### src/rtl/core/dds_pkg.sv
// Shared types and constants for the differential drive supervisor.
// Holds op codes, register indexes, reset values and controller/datapath links.
// No dependencies.
package dds_pkg;

    localparam int DUTY_BITS_DEF = 10;
    localparam int FRAC_BITS_DEF = 10;

    localparam int CFG_IDX_BITS  = 3;
    localparam int CFG_DATA_BITS = 10;

    typedef enum logic [1:0] {
        OP_DRIVE = 2'd0,
        OP_STOP  = 2'd1,
        OP_TICK  = 2'd2,
        OP_DIST  = 2'd3
    } t_op;

    typedef enum logic [CFG_IDX_BITS-1:0] {
        CFG_SPEED_LIMIT    = 3'd0,
        CFG_AVOID_DISTANCE = 3'd1,
        CFG_AVOID_ENABLE   = 3'd2,
        CFG_DEADMAN_MS     = 3'd3,
        CFG_AVOID_INTERVAL = 3'd4
    } t_cfg_idx;

    localparam logic [9:0] SPEED_LIMIT_RST  = 10'd461;
    localparam logic [9:0] SPEED_LIMIT_MIN  = 10'd154;
    localparam logic [9:0] SPEED_LIMIT_MAX  = 10'd768;
    localparam logic [6:0] AVOID_DIST_RST   = 7'd25;
    localparam logic [6:0] AVOID_DIST_MIN   = 7'd15;
    localparam logic [6:0] AVOID_DIST_MAX   = 7'd80;
    localparam logic [9:0] DEADMAN_RST      = 10'd650;
    localparam logic [9:0] DEADMAN_MIN      = 10'd1;
    localparam logic [9:0] DEADMAN_MAX      = 10'd1000;
    localparam logic [7:0] AVOID_IVAL_RST   = 8'd180;
    localparam logic [7:0] AVOID_IVAL_MIN   = 8'd1;

    typedef struct packed {
        logic load_in;
        logic decide;
        logic mul;
        logic commit;
        logic load_out;
    } t_dds_cmd;

    typedef struct packed {
        logic out_free;
    } t_dds_status;

endpackage

### src/rtl/core/dds_ctrl.sv
// Sequencing controller for the differential drive supervisor.
// Steps one request through decide, multiply, scale and output load.
// Depends on dds_pkg.
module dds_ctrl (
    input  logic                  i_clk,
    input  logic                  i_rst_n,
    input  logic                  i_in_valid,
    output logic                  o_in_stall,
    input  dds_pkg::t_dds_status  i_status,
    output dds_pkg::t_dds_cmd     o_cmd
);

    typedef enum logic [4:0] {
        S_IDLE   = 5'b00001,
        S_DECIDE = 5'b00010,
        S_MUL    = 5'b00100,
        S_SCALE  = 5'b01000,
        S_HOLD   = 5'b10000
    } t_state;

    t_state r_state;
    t_state n_state;

    always_ff @(posedge i_clk) begin
        if (!i_rst_n) begin
            r_state <= S_IDLE;
        end else begin
            r_state <= n_state;
        end
    end

    always_comb begin
        n_state = r_state;
        o_cmd   = '0;
        case (r_state)
            S_IDLE: begin
                o_cmd.load_in = i_in_valid;
                if (i_in_valid) begin
                    n_state = S_DECIDE;
                end
            end
            S_DECIDE: begin
                o_cmd.decide = 1'b1;
                n_state      = S_MUL;
            end
            S_MUL: begin
                o_cmd.mul = 1'b1;
                n_state   = S_SCALE;
            end
            S_SCALE: begin
                o_cmd.commit = 1'b1;
                n_state      = S_HOLD;
            end
            S_HOLD: begin
                if (i_status.out_free) begin
                    o_cmd.load_out = 1'b1;
                    n_state        = S_IDLE;
                end
            end
            default: begin
                n_state = S_IDLE;
            end
        endcase
    end

    assign o_in_stall = (r_state != S_IDLE);

endmodule

### src/rtl/core/dds_dp.sv
// Datapath of the differential drive supervisor: registers, timers, mixer,
// duty scaling and the output register. Driven by dds_ctrl commands.
// Depends on dds_pkg.
module dds_dp #(
    parameter int DUTY_BITS = dds_pkg::DUTY_BITS_DEF,
    parameter int FRAC_BITS = dds_pkg::FRAC_BITS_DEF
) (
    input  logic                               i_clk,
    input  logic                               i_rst_n,
    input  dds_pkg::t_dds_cmd                  i_cmd,
    output dds_pkg::t_dds_status               o_status,
    input  logic                               i_cfg_we,
    input  logic [dds_pkg::CFG_IDX_BITS-1:0]   i_cfg_index,
    input  logic [dds_pkg::CFG_DATA_BITS-1:0]  i_cfg_data,
    input  logic [1:0]                         i_op,
    input  logic signed [11:0]                 i_throttle,
    input  logic signed [11:0]                 i_steering,
    input  logic [8:0]                         i_distance_cm,
    output logic                               o_out_valid,
    input  logic                               i_out_stall,
    output logic [DUTY_BITS-1:0]               o_left_duty,
    output logic                               o_left_in_a,
    output logic                               o_left_in_b,
    output logic [DUTY_BITS-1:0]               o_right_duty,
    output logic                               o_right_in_a,
    output logic                               o_right_in_b,
    output logic                               o_drive_active,
    output logic [8:0]                         o_last_distance
);

    localparam int ONE        = 1 << FRAC_BITS;
    localparam int VW         = (FRAC_BITS + 2 > 12) ? FRAC_BITS + 2 : 12;
    localparam int SW         = VW + 1;
    localparam int MW         = FRAC_BITS + 1;
    localparam int PW         = MW + 10;
    localparam int QW         = PW + DUTY_BITS + 1;
    localparam int DW         = DUTY_BITS + 1;
    localparam int ACT_TH     = ONE / 100;
    localparam int AVOID_TMAG = ((22 << FRAC_BITS) + 50) / 100;
    localparam int AVOID_SMAG = ((36 << FRAC_BITS) + 50) / 100;

    localparam logic signed [SW-1:0] ONE_P  = SW'(ONE);
    localparam logic signed [SW-1:0] ONE_N  = SW'(-ONE);
    localparam logic signed [SW-1:0] ACT_P  = SW'(ACT_TH);
    localparam logic signed [SW-1:0] ACT_N  = SW'(-ACT_TH);
    localparam logic signed [SW-1:0] AVT_S  = SW'(-AVOID_TMAG);
    localparam logic signed [SW-1:0] AVS_S  = SW'(AVOID_SMAG);
    localparam logic [DW-1:0]        DMAX   = DW'((1 << DUTY_BITS) - 1);
    localparam logic [QW-1:0]        RND    = QW'(1) << (FRAC_BITS + 9);

    function automatic logic signed [SW-1:0] sat_one(input logic signed [SW-1:0] v);
        logic signed [SW-1:0] r;
        r = v;
        if (v > ONE_P) begin
            r = ONE_P;
        end else if (v < ONE_N) begin
            r = ONE_N;
        end
        return r;
    endfunction

    function automatic logic [DUTY_BITS-1:0] scale_duty(input logic [PW-1:0] p);
        logic [QW-1:0] q;
        logic [DW-1:0] d;
        q = (QW'(p) << DUTY_BITS) - QW'(p);
        q = q + RND;
        d = q[FRAC_BITS+10 +: DW];
        if (d > DMAX) begin
            d = DMAX;
        end
        return d[DUTY_BITS-1:0];
    endfunction

    // configuration and state
    logic [9:0]            r_speed_limit;
    logic [6:0]            r_avoid_dist;
    logic                  r_avoid_en;
    logic [9:0]            r_deadman;
    logic [7:0]            r_avoid_ival;
    logic [DUTY_BITS-1:0]  r_left_duty;
    logic [DUTY_BITS-1:0]  r_right_duty;
    logic [1:0]            r_left_pins;
    logic [1:0]            r_right_pins;
    logic                  r_active;
    logic [9:0]            r_ms_drive;
    logic [7:0]            r_ms_avoid;
    logic [8:0]            r_distance;
    logic                  r_out_valid;

    // request and intermediate payload
    dds_pkg::t_op          r_op;
    logic signed [11:0]    r_throttle;
    logic signed [11:0]    r_steering;
    logic [8:0]            r_dist_in;
    logic                  r_do_drive;
    logic                  r_act_new;
    logic [MW-1:0]         r_mag_l;
    logic [MW-1:0]         r_mag_r;
    logic                  r_pos_l;
    logic                  r_pos_r;
    logic [PW-1:0]         r_prod_l;
    logic [PW-1:0]         r_prod_r;

    logic signed [SW-1:0]  t_sel;
    logic signed [SW-1:0]  s_sel;
    logic signed [SW-1:0]  ts;
    logic signed [SW-1:0]  ss;
    logic signed [SW-1:0]  mix_l;
    logic signed [SW-1:0]  mix_r;
    logic signed [SW-1:0]  neg_l;
    logic signed [SW-1:0]  neg_r;
    logic                  act_new;
    logic                  avoid_go;
    logic                  avoid_hit;
    logic                  do_drive;
    logic [9:0]            ms_drive_inc;
    logic [7:0]            ms_avoid_inc;
    logic [DUTY_BITS-1:0]  duty_l;
    logic [DUTY_BITS-1:0]  duty_r;
    logic [9:0]            cfg_v10;
    logic [6:0]            cfg_v7;
    logic [7:0]            cfg_v8;

    always_comb begin
        if (r_op == dds_pkg::OP_DRIVE) begin
            t_sel = {{(SW-12){r_throttle[11]}}, r_throttle};
            s_sel = {{(SW-12){r_steering[11]}}, r_steering};
        end else begin
            t_sel = AVT_S;
            s_sel = AVS_S;
        end
        ts      = sat_one(t_sel);
        ss      = sat_one(s_sel);
        mix_l   = sat_one(ts + ss);
        mix_r   = sat_one(ts - ss);
        neg_l   = -mix_l;
        neg_r   = -mix_r;
        act_new = (ts > ACT_P) || (ts < ACT_N) || (ss > ACT_P) || (ss < ACT_N);
    end

    assign avoid_go  = r_avoid_en && (r_ms_avoid >= r_avoid_ival);
    assign avoid_hit = (r_dist_in != 9'd0) && (r_dist_in < {2'b00, r_avoid_dist});
    assign do_drive  = (r_op == dds_pkg::OP_DRIVE) ||
                       ((r_op == dds_pkg::OP_DIST) && avoid_go && avoid_hit);

    assign ms_drive_inc = (r_ms_drive == 10'h3FF) ? r_ms_drive : r_ms_drive + 10'd1;
    assign ms_avoid_inc = (r_ms_avoid == 8'hFF) ? r_ms_avoid : r_ms_avoid + 8'd1;

    assign duty_l = scale_duty(r_prod_l);
    assign duty_r = scale_duty(r_prod_r);

    assign cfg_v10 = i_cfg_data[9:0];
    assign cfg_v7  = i_cfg_data[6:0];
    assign cfg_v8  = i_cfg_data[7:0];

    always_ff @(posedge i_clk) begin
        if (!i_rst_n) begin
            r_speed_limit <= dds_pkg::SPEED_LIMIT_RST;
            r_avoid_dist  <= dds_pkg::AVOID_DIST_RST;
            r_avoid_en    <= 1'b0;
            r_deadman     <= dds_pkg::DEADMAN_RST;
            r_avoid_ival  <= dds_pkg::AVOID_IVAL_RST;
            r_left_duty   <= '0;
            r_right_duty  <= '0;
            r_left_pins   <= 2'b00;
            r_right_pins  <= 2'b00;
            r_active      <= 1'b0;
            r_ms_drive    <= '0;
            r_ms_avoid    <= '0;
            r_distance    <= '0;
            r_out_valid   <= 1'b0;
        end else begin
            r_out_valid <= i_cmd.load_out || (r_out_valid && i_out_stall);
            if (i_cfg_we) begin
                case (dds_pkg::t_cfg_idx'(i_cfg_index))
                    dds_pkg::CFG_SPEED_LIMIT: begin
                        if (cfg_v10 < dds_pkg::SPEED_LIMIT_MIN) begin
                            r_speed_limit <= dds_pkg::SPEED_LIMIT_MIN;
                        end else if (cfg_v10 > dds_pkg::SPEED_LIMIT_MAX) begin
                            r_speed_limit <= dds_pkg::SPEED_LIMIT_MAX;
                        end else begin
                            r_speed_limit <= cfg_v10;
                        end
                    end
                    dds_pkg::CFG_AVOID_DISTANCE: begin
                        if (cfg_v7 < dds_pkg::AVOID_DIST_MIN) begin
                            r_avoid_dist <= dds_pkg::AVOID_DIST_MIN;
                        end else if (cfg_v7 > dds_pkg::AVOID_DIST_MAX) begin
                            r_avoid_dist <= dds_pkg::AVOID_DIST_MAX;
                        end else begin
                            r_avoid_dist <= cfg_v7;
                        end
                    end
                    dds_pkg::CFG_AVOID_ENABLE: begin
                        r_avoid_en   <= i_cfg_data[0];
                        r_left_duty  <= '0;
                        r_right_duty <= '0;
                        r_left_pins  <= 2'b00;
                        r_right_pins <= 2'b00;
                        r_active     <= 1'b0;
                    end
                    dds_pkg::CFG_DEADMAN_MS: begin
                        if (cfg_v10 < dds_pkg::DEADMAN_MIN) begin
                            r_deadman <= dds_pkg::DEADMAN_MIN;
                        end else if (cfg_v10 > dds_pkg::DEADMAN_MAX) begin
                            r_deadman <= dds_pkg::DEADMAN_MAX;
                        end else begin
                            r_deadman <= cfg_v10;
                        end
                    end
                    dds_pkg::CFG_AVOID_INTERVAL: begin
                        if (cfg_v8 < dds_pkg::AVOID_IVAL_MIN) begin
                            r_avoid_ival <= dds_pkg::AVOID_IVAL_MIN;
                        end else begin
                            r_avoid_ival <= cfg_v8;
                        end
                    end
                    default: begin
                    end
                endcase
            end else if (i_cmd.decide) begin
                case (r_op)
                    dds_pkg::OP_STOP: begin
                        r_left_duty  <= '0;
                        r_right_duty <= '0;
                        r_left_pins  <= 2'b00;
                        r_right_pins <= 2'b00;
                        r_active     <= 1'b0;
                    end
                    dds_pkg::OP_TICK: begin
                        r_ms_drive <= ms_drive_inc;
                        r_ms_avoid <= ms_avoid_inc;
                        if (r_active && (ms_drive_inc > r_deadman)) begin
                            r_left_duty  <= '0;
                            r_right_duty <= '0;
                            r_left_pins  <= 2'b00;
                            r_right_pins <= 2'b00;
                            r_active     <= 1'b0;
                        end
                    end
                    dds_pkg::OP_DIST: begin
                        r_distance <= r_dist_in;
                        if (avoid_go) begin
                            r_ms_avoid <= '0;
                        end
                    end
                    default: begin
                    end
                endcase
            end else if (i_cmd.commit && r_do_drive) begin
                r_left_duty  <= duty_l;
                r_right_duty <= duty_r;
                r_left_pins  <= (duty_l == '0) ? 2'b00 : (r_pos_l ? 2'b01 : 2'b10);
                r_right_pins <= (duty_r == '0) ? 2'b00 : (r_pos_r ? 2'b01 : 2'b10);
                r_active     <= r_act_new;
                r_ms_drive   <= '0;
            end
        end
    end

    always_ff @(posedge i_clk) begin
        if (i_cmd.load_in) begin
            r_op       <= dds_pkg::t_op'(i_op);
            r_throttle <= i_throttle;
            r_steering <= i_steering;
            r_dist_in  <= i_distance_cm;
        end
        if (i_cmd.decide) begin
            r_do_drive <= do_drive;
            r_act_new  <= act_new;
            r_mag_l    <= mix_l[SW-1] ? neg_l[MW-1:0] : mix_l[MW-1:0];
            r_mag_r    <= mix_r[SW-1] ? neg_r[MW-1:0] : mix_r[MW-1:0];
            r_pos_l    <= !mix_l[SW-1] && (mix_l != '0);
            r_pos_r    <= !mix_r[SW-1] && (mix_r != '0);
        end
        if (i_cmd.mul) begin
            r_prod_l <= PW'(r_mag_l) * PW'(r_speed_limit);
            r_prod_r <= PW'(r_mag_r) * PW'(r_speed_limit);
        end
        if (i_cmd.load_out) begin
            o_left_duty     <= r_left_duty;
            o_left_in_a     <= r_left_pins[0];
            o_left_in_b     <= r_left_pins[1];
            o_right_duty    <= r_right_duty;
            o_right_in_a    <= r_right_pins[0];
            o_right_in_b    <= r_right_pins[1];
            o_drive_active  <= r_active;
            o_last_distance <= r_distance;
        end
    end

    assign o_out_valid       = r_out_valid;
    assign o_status.out_free = !r_out_valid || !i_out_stall;

endmodule

### src/rtl/core/differential_drive_supervisor_top.sv
// Top level of the differential drive supervisor for two H-bridge motors.
// Joins dds_ctrl and dds_dp; depends on dds_pkg.
//
// Usage:
//   Input channel (i_in_valid / o_in_stall) takes one request: drive,
//   stop, 1 ms tick or distance sample, selected by i_op. Each request
//   yields exactly one result on the output channel (o_out_valid /
//   i_out_stall) giving duties, bridge pin levels, drive_active and the
//   last distance after the request.
//   Configuration writes use i_cfg_we, i_cfg_index, i_cfg_data; values are
//   clamped into range and take effect at once. Write only while idle.
//   An accepted request passes the decide, multiply, scale and output-load
//   steps of the controller before o_out_valid rises; a new request is
//   accepted only in idle, and the next one is taken while a result waits.
//   A stalled result holds in the output register; the controller then
//   waits before loading the following one, which holds o_in_stall high.
//   Reset (synchronous, active low) stops both motors, clears the timers
//   and distance, and restores register defaults.
module differential_drive_supervisor_top #(
    parameter int DUTY_BITS = dds_pkg::DUTY_BITS_DEF,
    parameter int FRAC_BITS = dds_pkg::FRAC_BITS_DEF
) (
    input  logic                               i_clk,
    input  logic                               i_rst_n,
    input  logic                               i_cfg_we,
    input  logic [dds_pkg::CFG_IDX_BITS-1:0]   i_cfg_index,
    input  logic [dds_pkg::CFG_DATA_BITS-1:0]  i_cfg_data,
    input  logic                               i_in_valid,
    output logic                               o_in_stall,
    input  logic [1:0]                         i_op,
    input  logic signed [11:0]                 i_throttle,
    input  logic signed [11:0]                 i_steering,
    input  logic [8:0]                         i_distance_cm,
    output logic                               o_out_valid,
    input  logic                               i_out_stall,
    output logic [DUTY_BITS-1:0]               o_left_duty,
    output logic                               o_left_in_a,
    output logic                               o_left_in_b,
    output logic [DUTY_BITS-1:0]               o_right_duty,
    output logic                               o_right_in_a,
    output logic                               o_right_in_b,
    output logic                               o_drive_active,
    output logic [8:0]                         o_last_distance
);

    dds_pkg::t_dds_cmd    cmd;
    dds_pkg::t_dds_status status;

    dds_ctrl u_ctrl (
        .i_clk      (i_clk),
        .i_rst_n    (i_rst_n),
        .i_in_valid (i_in_valid),
        .o_in_stall (o_in_stall),
        .i_status   (status),
        .o_cmd      (cmd)
    );

    dds_dp #(
        .DUTY_BITS (DUTY_BITS),
        .FRAC_BITS (FRAC_BITS)
    ) u_dp (
        .i_clk           (i_clk),
        .i_rst_n         (i_rst_n),
        .i_cmd           (cmd),
        .o_status        (status),
        .i_cfg_we        (i_cfg_we),
        .i_cfg_index     (i_cfg_index),
        .i_cfg_data      (i_cfg_data),
        .i_op            (i_op),
        .i_throttle      (i_throttle),
        .i_steering      (i_steering),
        .i_distance_cm   (i_distance_cm),
        .o_out_valid     (o_out_valid),
        .i_out_stall     (i_out_stall),
        .o_left_duty     (o_left_duty),
        .o_left_in_a     (o_left_in_a),
        .o_left_in_b     (o_left_in_b),
        .o_right_duty    (o_right_duty),
        .o_right_in_a    (o_right_in_a),
        .o_right_in_b    (o_right_in_b),
        .o_drive_active  (o_drive_active),
        .o_last_distance (o_last_distance)
    );

endmodule
### config.mk
export PLATFORM = sky130hd
export DESIGN_NAME = differential_drive_supervisor_top
export DESIGN_NICKNAME = d
export VERILOG_FILES = /design/src/rtl/core/dds_pkg.sv /design/src/rtl/core/dds_ctrl.sv /design/src/rtl/core/dds_dp.sv /design/src/rtl/core/differential_drive_supervisor_top.sv
export SDC_FILE = /design/constraint.sdc
export NUM_CORES = 1
export LEC_CHECK = 0
export ABC_AREA = 1
export BUFFER_PORTS_ARGS = -buffer_cell sky130_fd_sc_hd__buf_2
export CAP_MARGIN = 40
export CORE_UTILIZATION = 46
export CTS_BUF_LIST = sky130_fd_sc_hd__clkbuf_2
export DETAILED_ROUTE_END_ITERATION = 8
export PLACE_DENSITY = 0.66
export SYNTH_ARGS = -nofsm -noshare
export SYNTH_HDL_FRONTEND = slang
export SYNTH_HIERARCHICAL = 1
export SYNTH_SLANG_ARGS = --single-unit
### constraint.sdc
create_clock -name i_clk -period 5 [get_ports i_clk]
set_clock_uncertainty 0.2 [all_clocks]
set_input_delay 0.25 -clock i_clk [delete_from_list [all_inputs] [get_ports i_clk]]
set_output_delay 0.25 -clock i_clk [all_outputs]
set_load 0.01 [all_outputs]
==> flow_metrics.tcl <==
set metrics [dict create \
    outcome "finished, violations left" \
    failed_checks "setup timing" \
    yosysMostFrequentCell "nand2_1" \
    place_ws_ns -0.2584 \
    synth_xor_area_frac 0.02935 \
    cp.required_ns 5.51 \
    total_power_mw 10.11 \
    ir_worst_vdd_mv 0.3306 \
    clock_path_buffers 3 \
    setup_viol 5 \
    grt_pass1_wl_mm 95.69 \
    cts_tree "built" \
    antenna_found_initial 1 \
    fin_ws_ns -0.07047 \
    topRoutingLayerUsed "met4" \
    yosysTopAreaCell "edfxtp_1" \
    finalWirelength_mm 60.26 \
    syn_to_final_growth_pct 23.88 \
    gp_congestion 0.9846 \
    max-slew-margin-rel 0.4629 \
    dr_wl_met3_mm 2.772 \
    worst_pin_slew_ns 0.8030 \
    synth_top_area_frac 0.1892 \
    grt_pass1_vias 20200 \
    startpoint_type "register" \
    synth.cell_area_sq_um 21740 \
    holdCritStartpoint "i_cfg_data[6]" \
    io_buffers 88 \
    detail_route.iter0.violations 1345 \
    numCtsBuffers 59 \
    async_flop_share 0 \
    synth_mux_area_frac 0 \
    fp.dieArea_sq_um 48130 \
    synthFlopType "edfxtp_1" \
    yosys_warnings 6 \
    synth_area_leaders "edfxtp_1 (19%), fa_1 (13%), ha_1 (13%), nand2_1 (12%), inv_1 (9.0%)" \
    htree_levels 2 \
    r2r_end "u_dp/r_prod_l[16]$_DFFE_PP_" \
    io_pins 89 \
    ys_seq_area_frac 0.2758 \
    syn_area_per_cell_sq_um 7.695 \
    clock_sinks 231 \
    wl_met1_mm 24.76 \
    synthTopCellsByCount "nand2_1 (671), inv_1 (522), nor2_1 (231)" \
    synth.distinct_cells 57 \
    met2_length_mm 30.62 \
    postSynthCellCount 2825 \
    hold_end "u_dp/r_speed_limit[6]$_SDFFE_PN1P_" \
    coreArea_sq_um 46560 \
    synthSimpleGateAreaFrac 0.2311 \
    fin_crit_sh 1.014 \
    wl_per_cell_microns 15.56 \
    detailed_place_hpwl_mm 43.97 \
    final_max_slew_viol_count 0 \
    static-leakage-power_nw 13.42 \
    fin_crit_ns 5.070 \
    min_path_cells 6 \
    endpoint_kind "register" \
    synthAdderAreaFrac 0.2614 \
    rows 79 \
    grt_use_total 0.2462 \
    via_per_inst 5.202 \
    initial_core_util 0.4669 \
    die_w_microns 219.4 \
    vias 20150 \
    drc 0 \
    hp-class "primary input to register" \
    syn_nets 3247 \
    fin_cells 3874 \
    critPathKind "register to register" \
    overflow 0 \
    reg2reg_setup_slack_ns -0.07 \
    synth_edf_count 137 \
    drt_pre_antenna_iters 6 \
    grt_start_max_net_pins 44 \
    clock_latency_ns 1.05 \
    maxCapViolations 0 \
    r2r_cells 16 \
    cts_root_buffer "clkbuf_2" \
    synth_top_family_by_area "adder cells" \
    p_per_area_nw_per_um2 375.5 \
    path_max_fanout 5 \
    ant_nets 0 \
    ys_ff_latch 231 \
    fmax_mhz 197.2 \
    die_y_microns 219.4 \
    synth-compound-area-share 0.09451 \
    layout-drive-gt1-share 0.1852 \
    worst_ep_arrival_time_ns 5.58 \
    dp.cells 3572 \
    rsz0062_at_grt "true" \
    hold_viol 0 \
    r2r-start "u_dp/r_mag_l[5]$_DFFE_PP_" \
    final_nets 3637 \
    clk_pin_slew_ns 0.11 \
]
how the worst max path moves through the flow:
stage / startpoint / endpoint / cells past startpoint
3_3_place_gp: u_dp/r_speed_limit[1]$_SDFFE_PN0P_ / u_dp/r_prod_l[19]$_DFFE_PP_ / 18
4_1_cts: u_dp/r_speed_limit[9]$_SDFFE_PN0P_ / u_dp/r_prod_l[19]$_DFFE_PP_ / 19
5_1_grt: u_dp/r_mag_l[5]$_DFFE_PP_ / u_dp/r_prod_l[19]$_DFFE_PP_ / 19
3_5_place_dp: u_dp/r_speed_limit[1]$_SDFFE_PN0P_ / u_dp/r_prod_r[15]$_DFFE_PP_ / 19
2_1_floorplan: u_dp/r_speed_limit[7]$_SDFFE_PN1P_ / u_dp/r_prod_l[19]$_DFFE_PP_ / 19
6_report: u_dp/r_mag_l[5]$_DFFE_PP_ / u_dp/r_prod_l[16]$_DFFE_PP_ / 16
cell usage in the layout, fill, tap and decap left out, types with 8 or more instances in the layout:
cell / instances
nor4_1: 11
clkinv_1: 20
nor3_1: 40
nor2_1: 216
a21oi_2: 30
o211ai_1: 20
nand2_2: 44
o21bai_1: 13
a21oi_1: 156
o21ai_2: 11
xnor2_1: 21
nor2_2: 24
dfxtp_1: 85
inv_1: 507
buf_12: 8
buf_6: 19
buf_4: 153
ha_4: 32
nand3_1: 125
xor2_1: 49
fa_2: 13
dlygate4sd3_1: 131
ha_1: 189
nand4_1: 38
buf_2: 90
inv_2: 26
o21ai_1: 16
nand2_1: 640
o21ai_0: 72
clkbuf_2: 83
edfxtp_1: 137
fa_1: 129
through the flow:
stage	instance area, sq um	util	TNS [ns]	hold slack, ns
after floorplan	21750	-	0	0.1489
after global placement	23590	0.5067	-0.7202	0.2155
after detailed placement	23650	0.5079	-2.122	0.2192
after CTS	26030	0.5591	-0.03406	0.02261
after global routing	26930	0.5784	-2.201	0.1363
final	26930	0.5784	-0.1758	0.1599
layout make-up:
| type | count | area [sq um] |
|---|---|---|
| antenna | 1 | 2.502 |
| clock buffer | 83 | 415.4 |
| clock inverter | 29 | 182.7 |
| fill | 4111 | 19630 |
| inverter | 535 | 2011 |
| multi-input combinational | 1985 | 14220 |
| sequential | 231 | 6017 |
| tap | 607 | 759.5 |
| timing repair buffer | 403 | 3324 |
state kept, by name (all words and copies together), names as in the netlist, 10 cells and up:
register            cells
u_dp/r_prod_l          21
u_dp/r_prod_r          21
u_dp/r_steering        12
u_dp/r_throttle        12
u_dp/r_mag_l           11
u_dp/r_mag_r           11
u_dp/o_left_duty       10
u_dp/o_right_duty      10
u_dp/r_deadman         10
u_dp/r_left_duty       10
u_dp/r_ms_drive        10
u_dp/r_right_duty      10
u_dp/r_speed_limit     10
power by group:
group / switching, mW / internal, mW / total [mW]
logic: 3.34 / 3.01 / 6.35
registers: 0.0451 / 2.30 / 2.34
clock network: 0.848 / 0.573 / 1.42
total: 4.23 / 5.88 / 10.1
kinds of logic (layout without fill, tap and decap cells):
family	after synthesis	after routing
AO/OA/AOI/OAI	363	363
XOR/XNOR	72	72
adder cells (fa/ha/maj)	369	369
buffers and inverters	609	1050
flip-flops	231	231
other	0	1
AND/OR/NAND/NOR	1181	1181
layer usage:
metal	GRT usage	vias to the layer above
met3	0.03174	170
met4	0.09977	0
li1	-	9840
met5	0	-
met2	0.4450	594
met1	0.2926	9550
timing repair:
action | 4_1_cts | 5_1_grt
gates cloned | 0 | 1
setup buffers | 31 | 27
gates resized for setup | 54 | 165
setup endpoints to repair | 20 | 42
pin swaps | 41 | 90
endpoints found under the hold margin | 197 | 0
hold buffers | 131 | 0
critical path, stage by stage (launching register included):
cell	delay (ns)
edfxtp_1	0.50
buf_4	0.19
nand2_2	0.06
fa_1	0.43
fa_1	0.53
inv_1	0.06
fa_1	0.55
fa_2	0.45
fa_2	0.61
ha_4	0.23
a21oi_2	0.18
o211ai_1	0.12
a31oi_1	0.23
o21ai_1	0.13
nand2_1	0.08
nand2_1	0.06
xor2_1	0.14
(Power assumes the default switching activity.)
